[src/string_escape_decoder_macros.svh]
// assertion helpers shared by the decoder modules
`ifndef STRING_ESCAPE_DECODER_MACROS_SVH
`define STRING_ESCAPE_DECODER_MACROS_SVH

// same-cycle implication, checked out of reset
`define SED_ASSERT_NOW(lbl, ante, cons, msg) \
    lbl: assert property (@(posedge clk) disable iff (!rst_n) (ante) |-> (cons)) \
        else $error(msg);

// next-cycle implication, checked out of reset
`define SED_ASSERT_NEXT(lbl, ante, cons, msg) \
    lbl: assert property (@(posedge clk) disable iff (!rst_n) (ante) |=> (cons)) \
        else $error(msg);

`endif

[src/sed_pkg.sv]
package sed_pkg;

    localparam logic [7:0] CH_BSL   = 8'h5C;  // backslash
    localparam logic [7:0] CH_X     = 8'h78;  // 'x'
    localparam logic [7:0] CH_DQ    = 8'h22;  // double quote
    localparam logic [7:0] CH_SQ    = 8'h27;  // single quote
    localparam logic [7:0] CH_NUL   = 8'h00;
    localparam logic [5:0] DIGIT_NONE = 6'd63;
    localparam logic [5:0] BASE_OCT = 6'd8;
    localparam logic [5:0] BASE_HEX = 6'd16;

    // one decoded result
    typedef struct packed {
        logic [7:0] ch;
        logic       valid;
        logic       run_last;
        logic       token_end;
    } res_t;

    // simple escape letters to control codes
    function automatic logic [7:0] simple_map(input logic [7:0] c);
        logic [7:0] r;
        begin
            case (c)
                8'h61:   r = 8'd7;   // a
                8'h62:   r = 8'd8;   // b
                8'h66:   r = 8'd12;  // f
                8'h6E:   r = 8'd10;  // n
                8'h72:   r = 8'd13;  // r
                8'h74:   r = 8'd9;   // t
                8'h76:   r = 8'd11;  // v
                default: r = c;
            endcase
            return r;
        end
    endfunction

    // digit value: decimal, then letters from 10 in either case
    function automatic logic [5:0] digit_of(input logic [7:0] c);
        logic [7:0] d;
        begin
            if (c >= 8'h30 && c <= 8'h39)
                d = c - 8'h30;
            else if (c >= 8'h61 && c <= 8'h7A)
                d = c - 8'h61 + 8'd10;
            else if (c >= 8'h41 && c <= 8'h5A)
                d = c - 8'h41 + 8'd10;
            else
                d = {2'b00, DIGIT_NONE};
            return d[5:0];
        end
    endfunction

endpackage

[src/sed_decode.sv]
`include "string_escape_decoder_macros.svh"

module sed_decode (
    input  logic              clk,
    input  logic              rst_n,
    input  logic              fire,
    input  logic [7:0]        c,
    input  logic              last,
    output sed_pkg::res_t     r0,
    output sed_pkg::res_t     r1,
    output logic [1:0]        n
);
    import sed_pkg::*;

    typedef enum logic [1:0] {PH_START, PH_NORMAL, PH_ESCAPE, PH_NUMERIC} phase_t;

    phase_t     phase_reg, phase_next;
    logic       quoted_reg, quoted_next;
    logic       hex_reg, hex_next;
    logic [7:0] ev_reg, ev_next;

    logic [5:0] dig;
    logic       is_dec, is_x, is_bsl, num_ok;
    logic [7:0] ev_acc;
    logic [1:0] e_n;
    logic [7:0] e0, e1;

    assign dig    = digit_of(c);
    assign is_dec = (c >= 8'h30) && (c <= 8'h39);
    assign is_x   = (c == CH_X);
    assign is_bsl = (c == CH_BSL);
    assign num_ok = hex_reg ? (dig < BASE_HEX) : (dig < BASE_OCT);
    assign ev_acc = hex_reg ? {ev_reg[3:0], dig[3:0]} : {ev_reg[4:0], dig[2:0]};

    always_comb
    begin
        phase_next  = phase_reg;
        quoted_next = quoted_reg;
        hex_next    = hex_reg;
        ev_next     = ev_reg;
        e_n = 2'd0;
        e0  = CH_NUL;
        e1  = CH_NUL;
        case (phase_reg)
            PH_START:
            begin
                phase_next = PH_NORMAL;
                if (!last && (c == CH_DQ || c == CH_SQ))
                begin
                    quoted_next = 1'b1;
                end
                else
                begin
                    quoted_next = 1'b0;
                    if (is_bsl && !last)
                        phase_next = PH_ESCAPE;
                    else
                    begin
                        e_n = 2'd1;
                        e0  = is_bsl ? CH_NUL : c;
                    end
                end
            end
            PH_NORMAL:
            begin
                if (!(last && quoted_reg))
                begin
                    if (is_bsl && !last)
                        phase_next = PH_ESCAPE;
                    else
                    begin
                        e_n = 2'd1;
                        e0  = is_bsl ? CH_NUL : c;
                    end
                end
            end
            PH_ESCAPE:
            begin
                if (last && quoted_reg)
                begin
                    e_n = 2'd1;
                    e0  = (is_dec || is_x) ? CH_NUL : simple_map(c);
                end
                else if (is_dec)
                begin
                    if (dig < BASE_OCT)
                    begin
                        phase_next = PH_NUMERIC;
                        hex_next   = 1'b0;
                        ev_next    = {2'b00, dig};
                        if (last)
                        begin
                            e_n = 2'd1;
                            e0  = {2'b00, dig};
                        end
                    end
                    else
                    begin
                        // 8 or 9 ends an empty octal escape
                        phase_next = PH_NORMAL;
                        e_n = 2'd2;
                        e0  = CH_NUL;
                        e1  = c;
                    end
                end
                else if (is_x)
                begin
                    phase_next = PH_NUMERIC;
                    hex_next   = 1'b1;
                    ev_next    = CH_NUL;
                    if (last)
                    begin
                        e_n = 2'd1;
                        e0  = CH_NUL;
                    end
                end
                else
                begin
                    phase_next = PH_NORMAL;
                    e_n = 2'd1;
                    e0  = simple_map(c);
                end
            end
            PH_NUMERIC:
            begin
                if (last && quoted_reg)
                begin
                    e_n = 2'd1;
                    e0  = ev_reg;
                end
                else if (num_ok)
                begin
                    ev_next = ev_acc;
                    if (last)
                    begin
                        e_n = 2'd1;
                        e0  = ev_acc;
                    end
                end
                else
                begin
                    // flush value, then decode the stopping char normally
                    e0 = ev_reg;
                    phase_next = PH_NORMAL;
                    if (is_bsl && !last)
                    begin
                        e_n = 2'd1;
                        phase_next = PH_ESCAPE;
                    end
                    else
                    begin
                        e_n = 2'd2;
                        e1  = is_bsl ? CH_NUL : c;
                    end
                end
            end
            default:
            begin
                phase_next = PH_START;
            end
        endcase
        if (last)
        begin
            phase_next  = PH_START;
            quoted_next = 1'b0;
            hex_next    = 1'b0;
            ev_next     = CH_NUL;
        end
    end

    always_comb
    begin
        r0.ch        = (e_n == 2'd0) ? CH_NUL : e0;
        r0.valid     = (e_n != 2'd0);
        r0.run_last  = (e_n != 2'd2);
        r0.token_end = last && (e_n != 2'd2);
        r1.ch        = e1;
        r1.valid     = 1'b1;
        r1.run_last  = 1'b1;
        r1.token_end = last;
        n = (e_n == 2'd0 && last) ? 2'd1 : e_n;
    end

    always_ff @(posedge clk or negedge rst_n)
    begin
        if (!rst_n)
        begin
            phase_reg  <= PH_START;
            quoted_reg <= 1'b0;
            hex_reg    <= 1'b0;
            ev_reg     <= CH_NUL;
        end
        else if (fire)
        begin
            phase_reg  <= phase_next;
            quoted_reg <= quoted_next;
            hex_reg    <= hex_next;
            ev_reg     <= ev_next;
        end
    end

    `SED_ASSERT_NEXT(a_token_reset, fire && last, phase_reg == PH_START && !quoted_reg, "state not cleared at token end")
    `SED_ASSERT_NOW(a_end_has_result, last, n != 2'd0, "token end with no result")
    `SED_ASSERT_NOW(a_quote_in_body, quoted_reg, phase_reg != PH_START, "quoted mode at token start")

endmodule

[src/sed_out_buf.sv]
`include "string_escape_decoder_macros.svh"

module sed_out_buf (
    input  logic          clk,
    input  logic          rst_n,
    input  logic          push,
    input  logic [1:0]    n,
    input  sed_pkg::res_t r0,
    input  sed_pkg::res_t r1,
    input  logic          stall,
    output logic          valid,
    output sed_pkg::res_t head,
    output logic          free
);
    import sed_pkg::*;

    logic [1:0] cnt_reg, cnt_next;
    res_t       slot0_reg, slot0_next;
    res_t       slot1_reg, slot1_next;
    logic       take;

    assign valid = (cnt_reg != 2'd0);
    assign head  = slot0_reg;
    assign take  = valid && !stall;
    assign free  = (cnt_reg == 2'd0) || (cnt_reg == 2'd1 && take);

    always_comb
    begin
        cnt_next   = cnt_reg;
        slot0_next = slot0_reg;
        slot1_next = slot1_reg;
        if (push)
        begin
            cnt_next   = n;
            slot0_next = r0;
            slot1_next = r1;
        end
        else if (take)
        begin
            if (cnt_reg == 2'd2)
            begin
                cnt_next   = 2'd1;
                slot0_next = slot1_reg;
            end
            else
                cnt_next = 2'd0;
        end
    end

    always_ff @(posedge clk or negedge rst_n)
    begin
        if (!rst_n)
            cnt_reg <= 2'd0;
        else
            cnt_reg <= cnt_next;
    end

    always_ff @(posedge clk)
    begin
        slot0_reg <= slot0_next;
        slot1_reg <= slot1_next;
    end

    `SED_ASSERT_NOW(a_push_free, push, free, "result pushed into occupied buffer")
    `SED_ASSERT_NOW(a_cnt_range, 1'b1, cnt_reg != 2'd3, "result count out of range")
    `SED_ASSERT_NEXT(a_pair_drain, cnt_reg == 2'd2 && take, cnt_reg == 2'd1, "second result lost")

endmodule

[src/string_escape_decoder.sv]
// channel  | handshake                  | payload
// ---------+----------------------------+------------------------------------------
// item     | item_valid / item_stall    | char_in[7:0], token_last
// result   | result_valid / result_stall| char_out[7:0], char_valid, run_last, token_end
//
// one item per cycle while not stalled; input register -> decode -> result register
// an item that decodes to two results holds the next result-producing request in the
// input register until the result buffer is down to one result and that one is taken
// reset (rst_n low, async) returns decode to token start and empties both stages
// result_stall backs up into item_stall within the same cycle through the
// input register; nothing is dropped
module string_escape_decoder (
    input  logic       clk,
    input  logic       rst_n,
    // item channel
    input  logic       item_valid,
    output logic       item_stall,
    input  logic [7:0] char_in,
    input  logic       token_last,
    // result channel
    output logic       result_valid,
    input  logic       result_stall,
    output logic [7:0] char_out,
    output logic       char_valid,
    output logic       run_last,
    output logic       token_end
);
    import sed_pkg::*;

    // input register stage
    logic       s1_valid_reg, s1_valid_next;
    logic [7:0] s1_char_reg;
    logic       s1_last_reg;

    logic       item_take;
    logic       fire;      // decode consumes the held request
    logic       buf_free;
    logic [1:0] dec_n;
    res_t       dec_r0, dec_r1;
    res_t       head;

    // a request producing nothing never waits on the result side
    assign fire       = s1_valid_reg && (dec_n == 2'd0 || buf_free);
    assign item_stall = s1_valid_reg && !fire;
    assign item_take  = item_valid && !item_stall;

    always_comb
    begin
        s1_valid_next = s1_valid_reg;
        if (item_take)
            s1_valid_next = 1'b1;
        else if (fire)
            s1_valid_next = 1'b0;
    end

    always_ff @(posedge clk or negedge rst_n)
    begin
        if (!rst_n)
            s1_valid_reg <= 1'b0;
        else
            s1_valid_reg <= s1_valid_next;
    end

    // payload capture, no reset needed
    always_ff @(posedge clk)
    begin
        if (item_take)
        begin
            s1_char_reg <= char_in;
            s1_last_reg <= token_last;
        end
    end

    // escape decode and token state
    sed_decode u_decode (
        .clk   (clk),
        .rst_n (rst_n),
        .fire  (fire),
        .c     (s1_char_reg),
        .last  (s1_last_reg),
        .r0    (dec_r0),
        .r1    (dec_r1),
        .n     (dec_n)
    );

    // result register, holds up to two results of one request
    sed_out_buf u_out_buf (
        .clk   (clk),
        .rst_n (rst_n),
        .push  (fire && dec_n != 2'd0),
        .n     (dec_n),
        .r0    (dec_r0),
        .r1    (dec_r1),
        .stall (result_stall),
        .valid (result_valid),
        .head  (head),
        .free  (buf_free)
    );

    assign char_out   = head.ch;
    assign char_valid = head.valid;
    assign run_last   = head.run_last;
    assign token_end  = head.token_end;

endmodule
[config.mk]
export PLATFORM = sky130hd
export DESIGN_NAME = string_escape_decoder
export DESIGN_NICKNAME = d
export VERILOG_FILES = /design/src/sed_pkg.sv /design/src/sed_decode.sv /design/src/sed_out_buf.sv /design/src/string_escape_decoder.sv
export VERILOG_INCLUDE_DIRS = /design/src /design/src/src
export SDC_FILE = /design/constraint.sdc
export NUM_CORES = 1
export LEC_CHECK = 0
export ABC_CLOCK_PERIOD_IN_PS = 7800
export BUFFER_PORTS_ARGS = -buffer_cell sky130_fd_sc_hd__buf_2
export CELL_PAD_IN_SITES_DETAIL_PLACEMENT = 0
export CELL_PAD_IN_SITES_GLOBAL_PLACEMENT = 1
export CORE_ASPECT_RATIO = 0.5
export CORE_MARGIN = 10
export CORE_UTILIZATION = 45
export DETAILED_ROUTE_END_ITERATION = 7
export PLACE_DENSITY = 0.73
export SLEW_MARGIN = 20
export SYNTH_ARGS = -nofsm -noshare
export SYNTH_HDL_FRONTEND = slang
export SYNTH_SLANG_ARGS = --single-unit
[constraint.sdc]
create_clock -name clk -period 7.8 [get_ports clk]
set_input_delay 1.17 -clock clk [delete_from_list [all_inputs] [get_ports clk]]
set_output_delay 1.17 -clock clk [all_outputs]
set_load 0.1 [all_outputs]
==> results.cfg, run 1 <==
[placed_design]
gp_congestion = 0.9427
dpl.hpwl_um = 7013
dp_cells = 425
post_dp_cell_area_um2 = 3296
dp_slack_ps = 2739
io_buffers = 25

[routing]
vias = 2745
vias_per_cell = 6.339
finalWirelength_um = 9247
drt_iter0_markers = 270
drc = 0
wl_per_cell_um = 21.36
ant_nets = 0
drt_first_pass_iters = 5

[sta]
tns_ps = 0
clock_skew_ps = 8.745
rsz0062_at_grt = no
fin_hold_ws_ps = 522.6
worst_slew_pin_slew_ps = 961.9
setup_ws_ps = 2335
period_needed_ps = 5465
finalSetupViolations = 0
drv_slew = 0
max_slew_margin = 0.3575
fin_crit_sh = 0.7006
final-hold-violation-count = 0
timing.fmax_ghz = 0.1830

[setup_path]
r2r_end = u_out_buf.head[3]
worstPathRequired_ps = 6630
critPathCaptureType = output pin
cp_max_fo = 13
worst_setup_path_start_kind = flop
crit_end = item_stall
reg2reg_from = s1_char_reg[0]
critical_path_class = reg2out
critPathLaunch = s1_char_reg[0]
rr_worst_depth = 10
arrival_ps = 4300
r2r_setup_slack_ps = 3290

[logic_synthesis]
syn_avg_cell_area_um2 = 9.660
netlist_area_um2 = 3149
syn-num-nets = 347
synth_cell_type_count = 72
synth_edf_count = 29
async_flop_share = 0.3409
synth_seq_cells = 44
synthFlopType = edfxtp_1
synth_common_cells = 31 x nand2_1, 29 x edfxtp_1, 22 x nor2_1
yosysTopAreaCell = edfxtp_1
yosysWarnings = 0
yosysSeqAreaShare = 0.3957
synth.area.top_cells = edfxtp_1 28%, dfrtp_1 12%, mux2i_1 5.4%, nand2_1 3.7%, ha_1 3.2%
yosys.area.top_type_share = 0.2765
synth_cells = 326
synth_most_common_cell = nand2_1

[die]
core_um2 = 6726
fp.dieArea_um2 = 10950
die_h_um = 79.16
ios = 26
die_w_um = 138.3
rows = 21
initial_core_util = 0.4682

[clock_network]
h-tree-depth = 2
cts_buffer_depth = 2
cts.root.buffer_cell = clkbuf_16
clkTransAtPathRegs_ps = 60
cts_buffers = 5
cts_resized = 0
clkLatencyLatePin_ps = 300
cts_hold_buf = 0
post_cts_buffers = 0
numClockSinks = 44
cts_tree = yes

[global_routing]
grt_max_degree = 19
grt_pass1_wl_um = 14430
grt_pass1_vias = 2494
grt_usage = 0.1653
antenna_found_initial = 0
grt_overflow_total = 0

[pwr]
ir_drop_mv = 0.1252
p_leak_nw = 1.377
p_per_area_nw_per_um2 = 218.9
power.total_mw = 0.7591

[worst_hold_path]
hp-start = u_out_buf.cnt_reg[1]
hold_path_class = reg2reg

[outcome]
status = finished clean

[cells_and_area]
layout-drive-gt1-share = 0.1496
diodes = 0
area_growth_pct = 10.13
stdcell_area_um2 = 3468
fin_nets = 361
largest_reg_flops = 11
utilization = 0.5156
stdcell_count = 433

[job]
cap_violations = 0
-- report_power, final --
| part | leakage, nW | total, mW | internal, mW | switching, mW |
|---|---|---|---|---|
| sequential | 0.479 | 0.309 | 0.277 | 0.0320 |
| combinational | 0.814 | 0.201 | 0.0553 | 0.146 |
| clock | 0.0840 | 0.249 | 0.152 | 0.0966 |
-- logic make-up after synthesis --
kind of cell               count (synthesis)  share of synthesized area
buffers and inverters                     28                    0.04291
adders and majority gates                  8                    0.03179
xor gates and xnor gates                   2                   0.005563
and+or+nand+nor                          117                     0.1975
AOI/OAI and AO/OA                        109                     0.2690
muxes                                     18                    0.05761
DFF                                       44                     0.3957
-- critical path: stages (launching register included) --
cell and delay, ps:
edfxtp_1 580, inv_1 180, ha_1 230, nor2_1 80, o21a_1 240, a211oi_2 840
mux2i_1 490, nand3_2 220, o21ai_0 490, nand3_1 190, and2_1 170, buf_2 280
-- layer usage --
layer	GRT usage	part of all wire	up-vias
met4	0.04603	0.012	0
met2	0.2259	0.39	139
met3	0.05760	0.10	12
li1	-	-	1278
met5	0	0	-
met1	0.2371	0.49	1316
-- worst min path at each step --
stage	endpoint	slack, ps	depth (start not counted)
after floorplan	u_out_buf.cnt_reg[1]	480	2
after global placement	u_out_buf.cnt_reg[1]	500	2
after detailed placement	u_out_buf.cnt_reg[1]	500	2
after CTS	u_out_buf.cnt_reg[1]	520	2
after global routing	u_out_buf.cnt_reg[1]	540	2
final	u_out_buf.cnt_reg[1]	520	2
-- cells in the final DEF, fill, tap and decap left out, drive strengths merged, types with 3 or more instances in the layout --
| cell type | Yosys | routed |
|---|---|---|
| a21oi | 15 | 15 |
| nand2 | 31 | 31 |
| o21a | 8 | 8 |
| inv | 9 | 9 |
| nor4 | 3 | 3 |
| o21ai | 18 | 18 |
| dfrtp | 15 | 15 |
| nor3 | 6 | 6 |
| o31a | 3 | 3 |
| nor2b | 6 | 6 |
| nor4b | 3 | 3 |
| nand4 | 3 | 3 |
| and3 | 4 | 4 |
| a21o | 4 | 4 |
| o311ai | 5 | 5 |
| nand2b | 6 | 6 |
| clkbuf | 10 | 5 |
| o211ai | 6 | 6 |
| a221oi | 3 | 3 |
| nand3 | 14 | 14 |
| a22o | 6 | 6 |
| ha | 8 | 8 |
| mux2i | 17 | 17 |
| a211oi | 4 | 4 |
| nor2 | 22 | 22 |
| o31ai | 3 | 3 |
| and2 | 10 | 10 |
| a31oi | 5 | 5 |
| edfxtp | 29 | 29 |
| buf | 9 | 26 |
-- layout make-up --
class | instances | area [um2]
multi-input combinational | 254 | 1768
tap | 92 | 115.1
fill | 608 | 3258
sequential | 44 | 1246
clock inverter | 3 | 47.55
timing repair buffer | 26 | 132.6
inverter | 9 | 33.78
clock buffer | 5 | 125.1
(Power assumes the default switching activity.)
==> run 2, diff against run 1 <==
--- a/config.mk
+++ b/config.mk
@@ -6,15 +6,15 @@
 export SDC_FILE = /design/constraint.sdc
 export NUM_CORES = 1
 export LEC_CHECK = 0
-export ABC_CLOCK_PERIOD_IN_PS = 7800
+export ABC_CLOCK_PERIOD_IN_PS = 4800
 export BUFFER_PORTS_ARGS = -buffer_cell sky130_fd_sc_hd__buf_2
 export CELL_PAD_IN_SITES_DETAIL_PLACEMENT = 0
 export CELL_PAD_IN_SITES_GLOBAL_PLACEMENT = 1
 export CORE_ASPECT_RATIO = 0.5
 export CORE_MARGIN = 10
-export CORE_UTILIZATION = 45
+export CORE_UTILIZATION = 42
 export DETAILED_ROUTE_END_ITERATION = 7
-export PLACE_DENSITY = 0.73
+export PLACE_DENSITY = 0.72
 export SLEW_MARGIN = 20
 export SYNTH_ARGS = -nofsm -noshare
 export SYNTH_HDL_FRONTEND = slang
==> constraint.sdc (replaced) <==
create_clock -name clk -period 4.8 [get_ports clk]
set_input_delay 0.72 -clock clk [delete_from_list [all_inputs] [get_ports clk]]
set_output_delay 0.72 -clock clk [all_outputs]
set_load 0.1 [all_outputs]
==> run 2 against run 1 <==
  * Flip-flop and latch count stayed put
  * Utilization is 3.6 points lower
  * First-iteration DRC count is 39% higher
  * Critical endpoint unchanged
==> results.cfg, run 2 (synthesis gave the netlist of run 1 again) <==
[outcome]
status = finished clean

[placed_design]
dpl.hpwl_um = 6835
gp_congestion = 1.004
io_buffers = 25

[setup_path]
worst_setup_path_start_kind = flop
critical_path_class = reg2out
cp_max_fo = 13
critPathCaptureType = output pin
arrival_ps = 3780
worstPathRequired_ps = 4080

[pwr]
netSwitchingFraction = 0.3569
p_per_area_nw_per_um2 = 350.2
internal_power_mw = 0.7886
p_leak_nw = 1.395
combinationalPowerShare = 0.270
switchingPower_mw = 0.4376
p_seq_frac = 0.407
ir_drop_mv = 0.1830
p_clk_frac = 0.324

[die]
die_w_um = 142.5
core_um2 = 7295
ios = 26
die_h_um = 81.23
fp.dieArea_um2 = 11570
initial_core_util = 0.4317
rows = 22

[routing]
drt_iter0_markers = 376
vias = 2762
vias_per_cell = 6.277
drc = 0
ant_nets = 0
drt_first_pass_iters = 5
wl_per_cell_um = 20.41
finalWirelength_um = 8981

[sta]
drv_slew = 0
period_needed_ps = 4503
max_slew_margin = 0.5246
fin_crit_sh = 0.9380
final-hold-violation-count = 0
tns_ps = 0
clock_skew_ps = 5.752
worst_slew_pin_slew_ps = 711.0
finalSetupViolations = 0
fin_hold_ws_ps = 328.0
timing.fmax_ghz = 0.2221
rsz0062_at_grt = no

[cells_and_area]
area_growth_pct = 11.16
mostFrequentLayoutCells = 31 x nand2_1, 29 x edfxtp_1, 25 x buf_2, 22 x nor2_1, 17 x mux2i_1
fillers = 690
fin_nets = 364
diodes = 0
layout-drive-gt1-share = 0.1599
largest_reg_flops = 11
final_common_cell = nand2_1

[clock_network]
cts_hold_buf = 0
numClockSinks = 44
cts_buffer_depth = 2
cts_buffers = 5
post_cts_buffers = 0
cts.root.buffer_cell = clkbuf_16
clkTransAtPathRegs_ps = 70
clkLatencyLatePin_ps = 290
cts_resized = 0
h-tree-depth = 2
cts_tree = yes

[global_routing]
grt_overflow_total = 0
grt_usage = 0.1574
met1_usage = 0.2318
use_met2 = 0.2172
grt_pass1_vias = 2587
busiest_layer = met1
antenna_found_initial = 0
grt_use_met3 = 0.04948
grt_pass1_wl_um = 14460
grt_max_degree = 19

[worst_hold_path]
hold_path_class = in2async

[job]
cap_violations = 0
-- run 2: changes by cell type in the layout (fill, tap and decap cells not counted) --
cell | before | now
o21ai_0 | 17 | 16
nor3b_1 | 1 | 0
o21ai_1 | 1 | 2
buf_4 | 1 | 4
nor3b_2 | 0 | 1
-- run 2: metrics by stage --
stage	setup WS [ps]	std cells	instance area (um2)	utilization	power, mW
global placement	753.2	432	3323	0.4556	0.8297
global route	64.32	440	3501	0.4799	1.281
CTS	292.7	440	3496	0.4792	1.232
detailed placement	615.1	432	3323	0.4556	0.8323
floorplan	913.1	326	3149	-	0.7632
finish	297.4	440	3501	0.4799	1.226
-- run 2: per-layer routing --
| metal | part of all wire | up-vias | wire [um] |
|---|---|---|---|
| met3 | 0.097 | 15 | 867 |
| li1 | - | 1287 | - |
| met5 | 0 | - | 0 |
| met4 | 0.011 | 0 | 102 |
| met2 | 0.40 | 132 | 3593 |
| met1 | 0.49 | 1328 | 4418 |
-- run 2: worst max-delay path, cell delays in order, from the launching register on --
cell and delay, ps:
edfxtp_1 580, inv_1 190, ha_1 250, nor4b_4 360, nor3b_2 130, o31ai_2 480
o221ai_1 240, a31oi_2 470, nor2_1 110, nand3_1 130, and2_1 130, buf_2 420
-- run 2: layout make-up --
| class | instances | area, um2 | share of cell area |
|---|---|---|---|
| clock inverters | 3 | 47.55 | 0.01358 |
| inverters | 9 | 33.78 | 0.009650 |
| flip-flops and latches | 44 | 1246 | 0.3560 |
| well taps | 96 | 120.1 | 0.03431 |
| repair buffers | 29 | 155.1 | 0.04432 |
| multi-input cells | 254 | 1773 | 0.5064 |
| clock buffers | 5 | 125.1 | 0.03574 |
-- run 2: worst paths after layout --
path | start | endpoint | slack [ps] | cells past startpoint
max in group asynchronous | rst_n | u_decode.ev_reg[6] | 4200 | 1
hold / removal | rst_n | u_decode.phase_reg[1] | 330 | 1
setup / recovery | s1_char_reg[0] | item_stall | 300 | 11
setup reg to reg | s1_char_reg[0] | u_out_buf.head[3] | 690 | 10
min in group clk | u_out_buf.cnt_reg[0] | u_out_buf.cnt_reg[0] | 520 | 2
hold reg to reg | u_out_buf.cnt_reg[0] | u_out_buf.cnt_reg[0] | 520 | 2
-- run 2: power groups by stage --
stage          logic (mW)  clock network (mW)  registers [mW]
6_report            0.331               0.397           0.499
5_1_grt             0.352               0.424           0.505
4_1_cts             0.328               0.406           0.498
3_5_place_dp        0.327                   0           0.506
3_3_place_gp        0.324                   0           0.506
2_1_floorplan       0.196                   0           0.567
